===== config.mk =====
export PLATFORM = sky130hd
export DESIGN_NAME = fdl_telegram_parser_core
export DESIGN_NICKNAME = d
export VERILOG_FILES = /design/src/hw/rtl/fdltp_pkg.sv /design/src/hw/rtl/fdltp_parser.sv /design/src/hw/rtl/fdltp_result_fifo.sv /design/src/hw/rtl/fdl_telegram_parser_core.sv
export SDC_FILE = /design/constraint.sdc
export NUM_CORES = 1
export LEC_CHECK = 0
export ABC_CLOCK_PERIOD_IN_PS = 14500
export BUFFER_PORTS_ARGS = -buffer_cell sky130_fd_sc_hd__buf_2
export CORE_ASPECT_RATIO = 0.6
export CORE_MARGIN = 3
export CORE_UTILIZATION = 55
export CTS_CLUSTER_SIZE = 12
export DETAILED_ROUTE_END_ITERATION = 10
export HOLD_SLACK_MARGIN = 0.03
export PLACE_DENSITY = 0.81
export SLEW_MARGIN = 10
export SYNTH_ARGS = -nofsm -noshare
export SYNTH_HDL_FRONTEND = slang
export SYNTH_SLANG_ARGS = --single-unit

===== constraint.sdc =====
create_clock -name clk_i -period 14.5 [get_ports clk_i]
set_clock_uncertainty 0.05 [all_clocks]
set_input_delay 2.175 -clock clk_i [delete_from_list [all_inputs] [get_ports clk_i]]
set_output_delay 2.175 -clock clk_i [all_outputs]
set_load 0.03 [all_outputs]

===== src/hw/rtl/fdltp_pkg.sv =====
// ----------------------------------------------------------------------------
// fdltp_pkg
// Shared types and constants of the fieldbus telegram parser.
// ----------------------------------------------------------------------------
package fdltp_pkg;

  // width of the saturating octet position counter, at least 9
  localparam int unsigned PosBits = 9;

  localparam int unsigned OctetBits   = 8;
  localparam int unsigned OutDataBits = 48;
  localparam int unsigned FifoDepth   = 4;
  localparam int unsigned FifoPtrBits = $clog2(FifoDepth);
  localparam int unsigned FifoCntBits = $clog2(FifoDepth + 1);

  // frame layout offsets
  localparam logic [PosBits-1:0] Sd1BodyEnd = PosBits'(6 - 2);
  localparam logic [PosBits-1:0] Sd3BodyEnd = PosBits'(14 - 2);
  localparam logic [PosBits-1:0] HdrBase    = PosBits'(1);
  localparam logic [PosBits-1:0] Sd2Base    = PosBits'(4);
  localparam logic [7:0]         MinLength  = 8'd4;
  localparam logic [7:0]         Sd3DataLen = 8'd8;
  localparam logic [7:0]         LenOffset  = 8'd3;

  localparam logic [PosBits-1:0] PosMax = {PosBits{1'b1}};

  localparam logic [7:0] Sd1Reset = 8'd16;
  localparam logic [7:0] Sd2Reset = 8'd104;
  localparam logic [7:0] Sd3Reset = 8'd162;
  localparam logic [7:0] EndReset = 8'd22;

  typedef enum logic [1:0] {
    CFG_SD1 = 2'd0,
    CFG_SD2 = 2'd1,
    CFG_SD3 = 2'd2,
    CFG_END = 2'd3
  } cfg_idx_e;

  typedef enum logic [1:0] {
    KIND_NONE = 2'd0,
    KIND_SD1  = 2'd1,
    KIND_SD2  = 2'd2,
    KIND_SD3  = 2'd3
  } kind_e;

  typedef enum logic [1:0] {
    FT_NO_DATA  = 2'd0,
    FT_VARIABLE = 2'd1,
    FT_FIXED8   = 2'd2,
    FT_UNUSED   = 2'd3
  } frame_type_e;

  typedef enum logic {
    ITEM_PAYLOAD = 1'b0,
    ITEM_VERDICT = 1'b1
  } item_kind_e;

  typedef struct packed {
    logic [7:0]  sd1;
    logic [7:0]  sd2;
    logic [7:0]  sd3;
    logic [7:0]  end_code;
  } codes_t;

  typedef struct packed {
    logic        item_kind;
    logic [7:0]  payload_byte;
    logic        ok;
    logic [1:0]  frame_type;
    logic [7:0]  dest_address;
    logic [7:0]  src_address;
    logic [7:0]  function_code;
    logic [7:0]  data_length;
    logic        last_of_run;
  } result_t;

  // up to two results per octet, first slot delivered first
  typedef struct packed {
    logic [1:0]  count;
    result_t     first;
    result_t     second;
  } push_t;

endpackage


===== src/hw/rtl/fdltp_parser.sv =====
// ----------------------------------------------------------------------------
// fdltp_parser
// Per-octet telegram state, delimiter registers and result formation.
// ----------------------------------------------------------------------------
module fdltp_parser (
  input  logic                clk_i,
  input  logic                rst_ni,
  input  logic                cfg_we_i,
  input  logic [1:0]          cfg_addr_i,
  input  logic [7:0]          cfg_wdata_i,
  input  logic                take_i,
  input  logic [7:0]          rx_byte_i,
  input  logic                buffer_end_i,
  output fdltp_pkg::push_t    push_o
);
  import fdltp_pkg::*;

  codes_t              codes_q;
  logic [PosBits-1:0]  pos_q, pos_d;
  kind_e               kind_q, kind_d;
  logic [7:0]          le_q, le_d;
  logic [7:0]          chk_q, chk_d;
  logic [7:0]          dest_q, dest_d, src_q, src_d, func_q, func_d;
  logic                bad_q, bad_d, done_q, done_d;
  logic                fwd;

  always_ff @(posedge clk_i or negedge rst_ni) begin
    if (!rst_ni) begin
      codes_q <= '{sd1: Sd1Reset, sd2: Sd2Reset, sd3: Sd3Reset, end_code: EndReset};
    end else if (cfg_we_i) begin
      case (cfg_idx_e'(cfg_addr_i))
        CFG_SD1: codes_q.sd1      <= cfg_wdata_i;
        CFG_SD2: codes_q.sd2      <= cfg_wdata_i;
        CFG_SD3: codes_q.sd3      <= cfg_wdata_i;
        CFG_END: codes_q.end_code <= cfg_wdata_i;
        default: ;
      endcase
    end
  end

  always_comb begin
    logic [PosBits-1:0] base;
    logic [PosBits-1:0] body_end;
    logic [PosBits-1:0] idx;
    logic               known;
    kind_d   = kind_q;
    le_d     = le_q;
    chk_d    = chk_q;
    dest_d   = dest_q;
    src_d    = src_q;
    func_d   = func_q;
    bad_d    = bad_q;
    done_d   = done_q;
    fwd      = 1'b0;
    base     = HdrBase;
    body_end = Sd1BodyEnd;
    known    = 1'b1;
    case (kind_q)
      KIND_SD2: begin
        base     = Sd2Base;
        body_end = Sd2Base + PosBits'(le_q);
      end
      KIND_SD3: body_end = Sd3BodyEnd;
      KIND_SD1: body_end = Sd1BodyEnd;
      default:  known = 1'b0;
    endcase
    idx = pos_q - base;

    if (!(bad_q || done_q)) begin
      if (pos_q == '0) begin
        if (rx_byte_i == codes_q.sd3)      kind_d = KIND_SD3;
        else if (rx_byte_i == codes_q.sd1) kind_d = KIND_SD1;
        else if (rx_byte_i == codes_q.sd2) kind_d = KIND_SD2;
        else                               bad_d  = 1'b1;
      end else if (kind_q == KIND_SD2 && pos_q == PosBits'(1)) begin
        le_d = rx_byte_i;
      end else if (kind_q == KIND_SD2 && pos_q == PosBits'(2)) begin
        if (rx_byte_i != le_q) bad_d = 1'b1;
      end else if (kind_q == KIND_SD2 && pos_q == PosBits'(3)) begin
        if (rx_byte_i != codes_q.sd2 || le_q < MinLength) bad_d = 1'b1;
      end else if (!known) begin
        bad_d = 1'b1;
      end else if (pos_q < body_end) begin
        chk_d = chk_q + rx_byte_i;
        if (idx == PosBits'(0))      dest_d = rx_byte_i;
        else if (idx == PosBits'(1)) src_d  = rx_byte_i;
        else if (idx == PosBits'(2)) func_d = rx_byte_i;
        else                         fwd    = 1'b1;
      end else if (pos_q == body_end) begin
        if (rx_byte_i != chk_q) bad_d = 1'b1;
      end else begin
        if (rx_byte_i != codes_q.end_code) bad_d = 1'b1;
        done_d = 1'b1;
      end
    end
    pos_d = (pos_q == PosMax) ? pos_q : pos_q + PosBits'(1);
  end

  // result formation from the updated frame state
  always_comb begin
    result_t pay;
    result_t ver;
    logic    ok;
    pay              = '0;
    pay.item_kind    = ITEM_PAYLOAD;
    pay.payload_byte = rx_byte_i;
    pay.last_of_run  = !buffer_end_i;

    ok              = done_d && !bad_d;
    ver             = '0;
    ver.item_kind   = ITEM_VERDICT;
    ver.last_of_run = 1'b1;
    if (ok) begin
      ver.ok            = 1'b1;
      ver.dest_address  = dest_d;
      ver.src_address   = src_d;
      ver.function_code = func_d;
      case (kind_d)
        KIND_SD2: begin
          ver.frame_type  = FT_VARIABLE;
          ver.data_length = le_d - LenOffset;
        end
        KIND_SD3: begin
          ver.frame_type  = FT_FIXED8;
          ver.data_length = Sd3DataLen;
        end
        default: begin
          ver.frame_type  = FT_NO_DATA;
          ver.data_length = '0;
        end
      endcase
    end

    push_o.count  = take_i ? ({1'b0, fwd} + {1'b0, buffer_end_i}) : 2'd0;
    push_o.first  = fwd ? pay : ver;
    push_o.second = ver;
  end

  always_ff @(posedge clk_i or negedge rst_ni) begin
    if (!rst_ni) begin
      pos_q  <= '0;
      kind_q <= KIND_NONE;
      le_q   <= '0;
      chk_q  <= '0;
      dest_q <= '0;
      src_q  <= '0;
      func_q <= '0;
      bad_q  <= 1'b0;
      done_q <= 1'b0;
    end else if (take_i) begin
      if (buffer_end_i) begin
        // buffer closed, start over for the next one
        pos_q  <= '0;
        kind_q <= KIND_NONE;
        le_q   <= '0;
        chk_q  <= '0;
        dest_q <= '0;
        src_q  <= '0;
        func_q <= '0;
        bad_q  <= 1'b0;
        done_q <= 1'b0;
      end else begin
        pos_q  <= pos_d;
        kind_q <= kind_d;
        le_q   <= le_d;
        chk_q  <= chk_d;
        dest_q <= dest_d;
        src_q  <= src_d;
        func_q <= func_d;
        bad_q  <= bad_d;
        done_q <= done_d;
      end
    end
  end

endmodule


===== src/hw/rtl/fdltp_result_fifo.sv =====
// ----------------------------------------------------------------------------
// fdltp_result_fifo
// Small result queue: takes up to two results a cycle, hands out one.
// ----------------------------------------------------------------------------
module fdltp_result_fifo (
  input  logic                clk_i,
  input  logic                rst_ni,
  input  fdltp_pkg::push_t    push_i,
  output logic                room_o,
  output logic                valid_o,
  input  logic                ready_i,
  output fdltp_pkg::result_t  head_o
);
  import fdltp_pkg::*;

  result_t                 mem_q [FifoDepth];
  logic [FifoPtrBits-1:0]  wptr_q, rptr_q;
  logic [FifoCntBits-1:0]  cnt_q, cnt_d;
  logic                    pop;

  assign valid_o = (cnt_q != '0);
  assign pop     = valid_o && ready_i;
  // room for a full pair regardless of the consumer
  assign room_o  = (cnt_q <= FifoCntBits'(FifoDepth - 2));
  assign head_o  = mem_q[rptr_q];
  assign cnt_d   = cnt_q + FifoCntBits'(push_i.count) - FifoCntBits'(pop);

  always_ff @(posedge clk_i) begin
    if (push_i.count != 2'd0) begin
      mem_q[wptr_q] <= push_i.first;
    end
    if (push_i.count == 2'd2) begin
      mem_q[wptr_q + FifoPtrBits'(1)] <= push_i.second;
    end
  end

  always_ff @(posedge clk_i or negedge rst_ni) begin
    if (!rst_ni) begin
      wptr_q <= '0;
      rptr_q <= '0;
      cnt_q  <= '0;
    end else begin
      wptr_q <= wptr_q + FifoPtrBits'(push_i.count);
      if (pop) begin
        rptr_q <= rptr_q + FifoPtrBits'(1);
      end
      cnt_q <= cnt_d;
    end
  end

endmodule


===== src/hw/rtl/fdl_telegram_parser_core.sv =====
// ----------------------------------------------------------------------------
// fdl_telegram_parser_core
// Fieldbus data link telegram parser: classifies, checks and unpacks frames.
// ----------------------------------------------------------------------------
// a result is written into the queue on its octet transfer
// throughput: one octet per cycle while the queue has room; an octet that
//   yields a payload result and a verdict queues both for one-wide output
// a four-entry result queue decouples input from output stalls
// reset: asynchronous, clears frame state and queue, delimiters to defaults
module fdl_telegram_parser_core (
  input  logic         clk_i,
  input  logic         rst_ni,
  input  logic         cfg_we_i,
  input  logic [1:0]   cfg_addr_i,
  input  logic [7:0]   cfg_wdata_i,
  input  logic         s_axis_tvalid,
  output logic         s_axis_tready,
  input  logic [7:0]   s_axis_tdata,   // [7:0] rx_byte
  input  logic         s_axis_tlast,   // buffer_end
  output logic         m_axis_tvalid,
  input  logic         m_axis_tready,
  // [7:0] payload_byte, [8] ok, [10:9] frame_type, [18:11] dest_address,
  // [26:19] src_address, [34:27] function_code, [42:35] data_length, rest zero
  output logic [fdltp_pkg::OutDataBits-1:0] m_axis_tdata,
  output logic         m_axis_tuser,   // item_kind
  output logic         m_axis_tlast    // last_of_run
);
  import fdltp_pkg::*;

  logic     room;
  logic     take;
  push_t    push;
  result_t  head;

  assign s_axis_tready = room;
  assign take          = s_axis_tvalid && room;

  fdltp_parser u_parser (
    .clk_i        (clk_i),
    .rst_ni       (rst_ni),
    .cfg_we_i     (cfg_we_i),
    .cfg_addr_i   (cfg_addr_i),
    .cfg_wdata_i  (cfg_wdata_i),
    .take_i       (take),
    .rx_byte_i    (s_axis_tdata),
    .buffer_end_i (s_axis_tlast),
    .push_o       (push)
  );

  fdltp_result_fifo u_fifo (
    .clk_i   (clk_i),
    .rst_ni  (rst_ni),
    .push_i  (push),
    .room_o  (room),
    .valid_o (m_axis_tvalid),
    .ready_i (m_axis_tready),
    .head_o  (head)
  );

  assign m_axis_tdata = {5'd0, head.data_length, head.function_code, head.src_address,
                         head.dest_address, head.frame_type, head.ok, head.payload_byte};
  assign m_axis_tuser = head.item_kind;
  assign m_axis_tlast = head.last_of_run;

endmodule


==> impl_metrics.env, run 1 <==
export IMPL_synthMostInstantiatedCell="sky130_fd_sc_hd__edfxtp_1"
export IMPL_yosysTopAreaCellShare_pct=31.3
export IMPL_std_cell_core_area_um2=23600
export IMPL_cts_buffers_inserted=27
export IMPL_tightest_slew_ps=1220
export IMPL_clockBufferDepth=3
export IMPL_worst_ep_arrival_time_ps=6130
export IMPL_critical_path_buf_inv_count=2
export IMPL_finalCoreUtilization_pct=62.9
export IMPL_post_synth_num_cell_types=64
export IMPL_tritoncts="built"
export IMPL_netSwitchingFraction_pct=36.9
export IMPL_via_per_inst=6.45
export IMPL_worst_path_dominant_cell_family="simple AND/OR/NAND/NOR gates"
export IMPL_insertedDiodeCount=0
export IMPL_syn_inst=1107
export IMPL_post_cts_buffers=0
export IMPL_clock_sinks=272
export IMPL_setup_tns_after_final_layout_ps=0
export IMPL_num_vias=9585
export IMPL_dpl_cell_count=1435
export IMPL_path_cells="nor2b_1 -> inv_1 -> or3_1 -> ha_1 -> a21oi_1 -> o211ai_1 -> o21ai_0 -> and3_1 -> nand2_1 -> inv_1 -> ha_1 -> nand2b_1 -> a21oi_1 -> nand2b_1 -> a31oi_1 -> o21ai_1 -> nor3_1"
export IMPL_drc_errors=0
export IMPL_seq_power_share_pct=38.4
export IMPL_areaGrowthSynthToFinish_pct=10.3
export IMPL_timing_setup_critical_path_class="reg2reg"
export IMPL_timing_critical_path_slowest_stage_cell="sky130_fd_sc_hd__and3_1"
export IMPL_grt_remaining_overflow=0
export IMPL_post_synth_instance_area_um2=13400
export IMPL_post_dp_cell_area_um2=14000
export IMPL_post_layout_nonfiller_instances=1485
export IMPL_route_antenna_remaining_nets=0
export IMPL_first_global_vias=9472
export IMPL_yosys_warns=0
export IMPL_fin_crit_ps=5810
export IMPL_cell_area_after_layout_um2=14800
export IMPL_netlist_top_cell_by_area="sky130_fd_sc_hd__edfxtp_1"
export IMPL_max_freq_mhz=172
export IMPL_synthTopCellsByArea="sky130_fd_sc_hd__edfxtp_1, sky130_fd_sc_hd__dfrtp_1, sky130_fd_sc_hd__mux4_2"
export IMPL_place_port_buffers=70
export IMPL_worstSetupStartpointType="flop"
export IMPL_source_to_sink_clock_delay_at_the_later_pin_of_the_worst_skew_pair_ps=550
export IMPL_ctsHtreeMaxLevel=1
export IMPL_cts_reportedPaths_clkPinSlew_ps=60
export IMPL_detail_route_wl_per_cell_um=23.3
export IMPL_fillCellCount=1813
export IMPL_comb_power_share_pct=35.5
export IMPL_synth_yosys_seq_area_share_pct=54.5
export IMPL_route_final_wire_length_mm=34.6
export IMPL_io_pins=76
export IMPL_hold_viol_final=0
export IMPL_die_w_um=208
export IMPL_first_pass_grt_wire_length_mm=55.2
export IMPL_min_path_type="reg2reg"
export IMPL_worst_ir_drop_vdd_v=0.0000931
export IMPL_grt_setup_unrepaired="no"
export IMPL_crit_path_max_fanout=11
export IMPL_finalSetupViolCount=0
export IMPL_result_of_the_run="complete, no violations"
export IMPL_power_internal_w=0.00160
export IMPL_cts_resized_gates=0
export IMPL_worst_ep_required_time_ps=14830
export IMPL_first_pass_iters=5
export IMPL_number_of_maximum_capacitance_constraint_violations=0
export IMPL_drive_above_1_share_pct=19.1
export IMPL_post_dp_hpwl_mm=23.0
export IMPL_initial_core_util_pct=57.0
export IMPL_cts_hold_buffers=0
export IMPL_pin_count_of_the_biggest_net_entering_global_routing=77
export IMPL_post_synth_cell_area_avg_um2=12.1
export IMPL_power_static_leakage_nw=5.67
export IMPL_power_density_nw_per_um2=171
export IMPL_p_switching_w=0.000935
export IMPL_relative_max_transition_margin_pct=18.2
export IMPL_clock_root_buffer="sky130_fd_sc_hd__clkbuf_16"
export IMPL_fp_dieArea_um2=26400
export IMPL_nets=1207
export IMPL_grt_util_all_layers_pct=26.4
export IMPL_slowest_delay_ps=540
export IMPL_report_final_slew_viol_count=0
export IMPL_power_share_clock_pct=26.1
export IMPL_synth_async_reset_ratio_pct=33.8
export IMPL_count_of_state_elements_after_synthesis=272
export IMPL_synth_common_cells="sky130_fd_sc_hd__edfxtp_1, sky130_fd_sc_hd__nor2_1, sky130_fd_sc_hd__dfrtp_1, sky130_fd_sc_hd__nor3_1, sky130_fd_sc_hd__nand2_1"
export IMPL_critical_path_capture_point_type="flop"
export IMPL_r2r_slack_ps=8690
export IMPL_gpl_final_weighted_congestion=0.973
export IMPL_drt_iter0_markers=972
export IMPL_yosys_most_used_dff="sky130_fd_sc_hd__edfxtp_1"
export IMPL_grt_antenna_before_repair=1
export IMPL_post_synth_edffs=140
export IMPL_die_height_um=127
export IMPL_final_min_period_over_clock_period_pct=40.1
export IMPL_floorplan_rows=43
-- cell usage in the layout (no fill, tap or decap), drive strengths merged, types with 32 or more instances in the layout --
master	n
clkbuf	48
edfxtp	140
buf	88
nor2	94
ha	32
nand2	65
mux4	45
dfrtp	82
xor2	49
inv	34
mux2	33
mux2i	35
dfxtp	40
nor3	80
a22o	58
o21ai	49
-- path summary, 6_finish.rpt --
kind / start / end / cells past startpoint
max in group asynchronous: rst_ni / u_fifo.rptr_q[1] / 2
worst max register to register: u_parser.kind_q[0] / u_fifo.mem_q[1][1] / 17
worst max-delay path: u_parser.kind_q[0] / u_fifo.mem_q[1][1] / 17
min in group asynchronous: rst_ni / u_parser.func_q[5] / 1
worst min-delay path: u_fifo.mem_q[0][36] / u_fifo.mem_q[0][36] / 1
worst min register to register: u_fifo.mem_q[0][36] / u_fifo.mem_q[0][36] / 1
-- power groups by stage --
| stage | logic, W | clock network, W | registers [W] |
|---|---|---|---|
| 6_report | 0.000899 | 0.000662 | 0.000973 |
| 5_1_grt | 0.000963 | 0.000700 | 0.000981 |
| 4_1_cts | 0.000898 | 0.000669 | 0.000969 |
| 3_5_place_dp | 0.000894 | 0 | 0.000983 |
| 3_3_place_gp | 0.000869 | 0 | 0.000978 |
| 2_1_floorplan | 0.000669 | 0 | 0.000956 |
-- area by class of cell --
cell class,instances,area (µm²),area share (%)
Multi-Input combinational cell,727,5670,38.3
Inverter,33,124,0.836
Timing Repair Buffer,88,488,3.29
Tap cell,315,394,2.66
Sequential cell,272,7320,49.4
Clock buffer,48,798,5.39
Clock inverter,2,16.3,0.110
-- per-layer routing --
metal	up-vias	track usage (%)	share of wire, %
met5	-	0	0.038
met4	2	4.75	1.7
met3	61	7.36	11
met2	515	37.2	41
met1	4799	41.4	46
li1	4208	-	-
-- stage by stage --
| stage | setup slack (ps) | hold WS, ps | total power, W |
|---|---|---|---|
| 2_1_floorplan | 9660 | 382 | 0.00163 |
| 3_3_place_gp | 9100 | 394 | 0.00185 |
| 3_5_place_dp | 8890 | 414 | 0.00188 |
| 4_1_cts | 8870 | 430 | 0.00254 |
| 5_1_grt | 8230 | 443 | 0.00264 |
| 6_report | 8690 | 431 | 0.00253 |
-- flip-flops by register name, summed over array words and instances, names as in the netlist, 8 cells and up --
name,flops
u_parser.codes_q,32
u_parser.chk_q,8
u_parser.src_q,8
u_parser.func_q,8
u_parser.le_q,8
u_parser.dest_q,8
u_parser.pos_q,9
u_fifo.mem_q,180
-- cells by family after synthesis --
family / count (synthesis) / share of synthesized area [%]
AOI/OAI and AO/OA: 184 / 9.71
xor gates and xnor gates: 65 / 4.24
adders and majority gates: 34 / 3.28
buffers and inverters: 112 / 3.43
DFF: 272 / 54.5
muxes: 113 / 12.9
other: 1 / 0.0279
and+or+nand+nor: 326 / 11.9
(Power assumes the default switching activity.)
==> inputs of run 2 (changes only) <==
- ABC_CLOCK_PERIOD_IN_PS: 14500 -> 5400
- clock period: 14.5 -> 5.4 ns (I/O delays scaled with it)
==> impl_metrics.env, run 2 (same netlist as run 1, synthesis figures left out) <==
export IMPL_fp_dieArea_um2=26400
export IMPL_power_static_leakage_nw=5.70
export IMPL_met3_length_mm=3.48
export IMPL_source_to_sink_clock_delay_at_the_later_pin_of_the_worst_skew_pair_ps=530
export IMPL_areaGrowthSynthToFinish_pct=10.5
export IMPL_finalSetupViolCount=0
export IMPL_cts_reportedPaths_clkPinSlew_ps=70
export IMPL_std_cell_core_area_um2=23600
export IMPL_route_final_wire_length_mm=33.5
export IMPL_tritoncts="built"
export IMPL_clock_sinks=272
export IMPL_floorplan_rows=43
export IMPL_critical_path_capture_point_type="flop"
export IMPL_grt_remaining_overflow=0
export IMPL_post_dp_hpwl_mm=22.3
export IMPL_top_register="u_fifo.mem_q"
export IMPL_drc_errors=0
export IMPL_biggestRegsByFlops="u_fifo.mem_q (180), u_parser.codes_q (32), u_parser.pos_q (9)"
export IMPL_cts_hold_buffers=0
export IMPL_fillCellCount=1774
export IMPL_largest_register_ffs=180
export IMPL_r2r_slack_ps=410
export IMPL_first_pass_grt_wire_length_mm=53.5
export IMPL_m1_wl_mm=15.3
export IMPL_worst_r2r_path_depth=18
export IMPL_detail_route_wl_per_cell_um=22.5
export IMPL_netSwitchingFraction_pct=36.6
export IMPL_place_port_buffers=70
export IMPL_critical_path_reg2reg_endpoint="u_fifo.mem_q[3][2]"
export IMPL_ctsHtreeMaxLevel=1
export IMPL_number_of_maximum_capacitance_constraint_violations=0
export IMPL_route_antenna_remaining_nets=0
export IMPL_fin_crit_ps=4990
export IMPL_highest_signal_layer="met5"
export IMPL_die_w_um=208
export IMPL_hold_viol_final=0
export IMPL_io_pins=76
export IMPL_pin_count_of_the_biggest_net_entering_global_routing=51
export IMPL_final_min_period_over_clock_period_pct=92.3
export IMPL_result_of_the_run="complete, no violations"
export IMPL_drt_iter0_markers=1296
export IMPL_crit_path_max_fanout=11
export IMPL_relative_max_transition_margin_pct=44.2
export IMPL_first_pass_iters=6
export IMPL_seq_power_share_pct=39.5
export IMPL_grt_antenna_before_repair=1
export IMPL_cts_resized_gates=0
export IMPL_mostFrequentLayoutCells="sky130_fd_sc_hd__edfxtp_1, sky130_fd_sc_hd__nor2_1, sky130_fd_sc_hd__nor3_1, sky130_fd_sc_hd__dfrtp_1, sky130_fd_sc_hd__buf_2"
export IMPL_final_common_cell="sky130_fd_sc_hd__edfxtp_1"
export IMPL_worstSetupStartpointType="flop"
export IMPL_tightest_slew_ps=829
export IMPL_worstReg2RegStart="u_parser.kind_q[0]"
export IMPL_gpl_final_weighted_congestion=0.967
export IMPL_setup_tns_after_final_layout_ps=0
export IMPL_power_share_clock_pct=25.5
export IMPL_initial_core_util_pct=57.0
export IMPL_timing_setup_critical_path_class="reg2reg"
export IMPL_detailroute_wirelength_met2_mm=14.2
export IMPL_clock_root_buffer="sky130_fd_sc_hd__clkbuf_16"
export IMPL_num_vias=9526
export IMPL_insertedDiodeCount=0
export IMPL_min_path_type="in2async"
export IMPL_grt_setup_unrepaired="no"
export IMPL_p_switching_w=0.00245
export IMPL_clockBufferDepth=3
export IMPL_via_per_inst=6.38
export IMPL_timing_hold_ws_ps=266
export IMPL_drive_above_1_share_pct=19.6
export IMPL_worst_ir_drop_vdd_v=0.000265
export IMPL_comb_power_share_pct=35.0
export IMPL_grt_util_all_layers_pct=25.4
export IMPL_cts_buffers_inserted=27
export IMPL_report_final_slew_viol_count=0
export IMPL_die_height_um=127
export IMPL_post_cts_buffers=0
export IMPL_worst_ep_required_time_ps=5700
export IMPL_nets=1215
export IMPL_power_density_nw_per_um2=452
export IMPL_first_global_vias=9419
export IMPL_max_freq_mhz=201
export IMPL_worst_ep_arrival_time_ps=5290
export IMPL_power_internal_w=0.00426
## run 2: cell count changes in the layout (fill, tap and decap cells not counted), sizes merged
cell / previous run / this run
clkinv: 0 / 1
buf: 88 / 96
clkbuf: 48 / 47
clkinvlp: 1 / 0
## run 2: cell type report
class                      count  area (µm²)  area share (%)
timing repair buffer          96         548            3.69
sequential                   272        7320            49.3
clock buffer                  47         763            5.14
clock inverter                 2        13.8          0.0927
tap                          315         394            2.66
inverter                      33         124           0.835
multi-input combinational    727        5680            38.2
## run 2: worst max path at each step
stage                             startpoint             endpoint  slack, ps  cells past startpoint
after floorplan           u_parser.kind_q[0]  u_fifo.mem_q[3][10]        560                     19
after global placement    u_parser.kind_q[0]  u_fifo.mem_q[1][13]        710                     17
after detailed placement  u_parser.kind_q[0]   u_fifo.mem_q[3][2]        410                     18
after CTS                 u_parser.kind_q[0]   u_fifo.mem_q[3][2]        380                     18
after global routing      u_parser.kind_q[0]   u_fifo.mem_q[3][2]         40                     18
final                     u_parser.kind_q[0]   u_fifo.mem_q[3][2]        410                     18
## run 2: worst max-delay path, cell delays in order, from the launching register on
cell,delay (ps)
sky130_fd_sc_hd__dfrtp_1,460
sky130_fd_sc_hd__nor2b_1,140
sky130_fd_sc_hd__buf_4,160
sky130_fd_sc_hd__inv_1,100
sky130_fd_sc_hd__ha_1,240
sky130_fd_sc_hd__ha_1,200
sky130_fd_sc_hd__nand2b_1,190
sky130_fd_sc_hd__a211o_1,310
sky130_fd_sc_hd__mux2i_1,220
sky130_fd_sc_hd__o2111ai_1,350
sky130_fd_sc_hd__nand2_2,290
sky130_fd_sc_hd__inv_1,60
sky130_fd_sc_hd__ha_1,390
sky130_fd_sc_hd__nand2b_1,230
sky130_fd_sc_hd__a21oi_1,210
sky130_fd_sc_hd__nand2_1,280
sky130_fd_sc_hd__a31oi_1,340
sky130_fd_sc_hd__o21ai_1,320
sky130_fd_sc_hd__nor3_1,250
## run 2: power groups by stage
stage / Combinational, W / Sequential, W / Clock (W)
after floorplan: 0.00180 / 0.00257 / 0
after global placement: 0.00228 / 0.00267 / 0
after detailed placement: 0.00233 / 0.00268 / 0
after CTS: 0.00234 / 0.00265 / 0.00173
after global routing: 0.00253 / 0.00268 / 0.00183
final: 0.00235 / 0.00265 / 0.00171
## run 2: routing by layer
layer | vias to the layer above | track usage [%]
li1 | 4233 | -
met1 | 4735 | 40.2
met2 | 505 | 36.4
met3 | 51 | 5.35
met4 | 2 | 5.39
met5 | - | 0
## run 2: through the flow
step	power, W	setup WS, ps	utilization, %	area [µm²]	cells
after floorplan	0.00436	562	-	13400	1111
after global placement	0.00495	715	59.7	14100	1443
after detailed placement	0.00501	406	59.7	14100	1443
after CTS	0.00672	380	62.9	14800	1492
after global routing	0.00703	41.7	63.0	14800	1492
final	0.00671	415	63.0	14800	1492
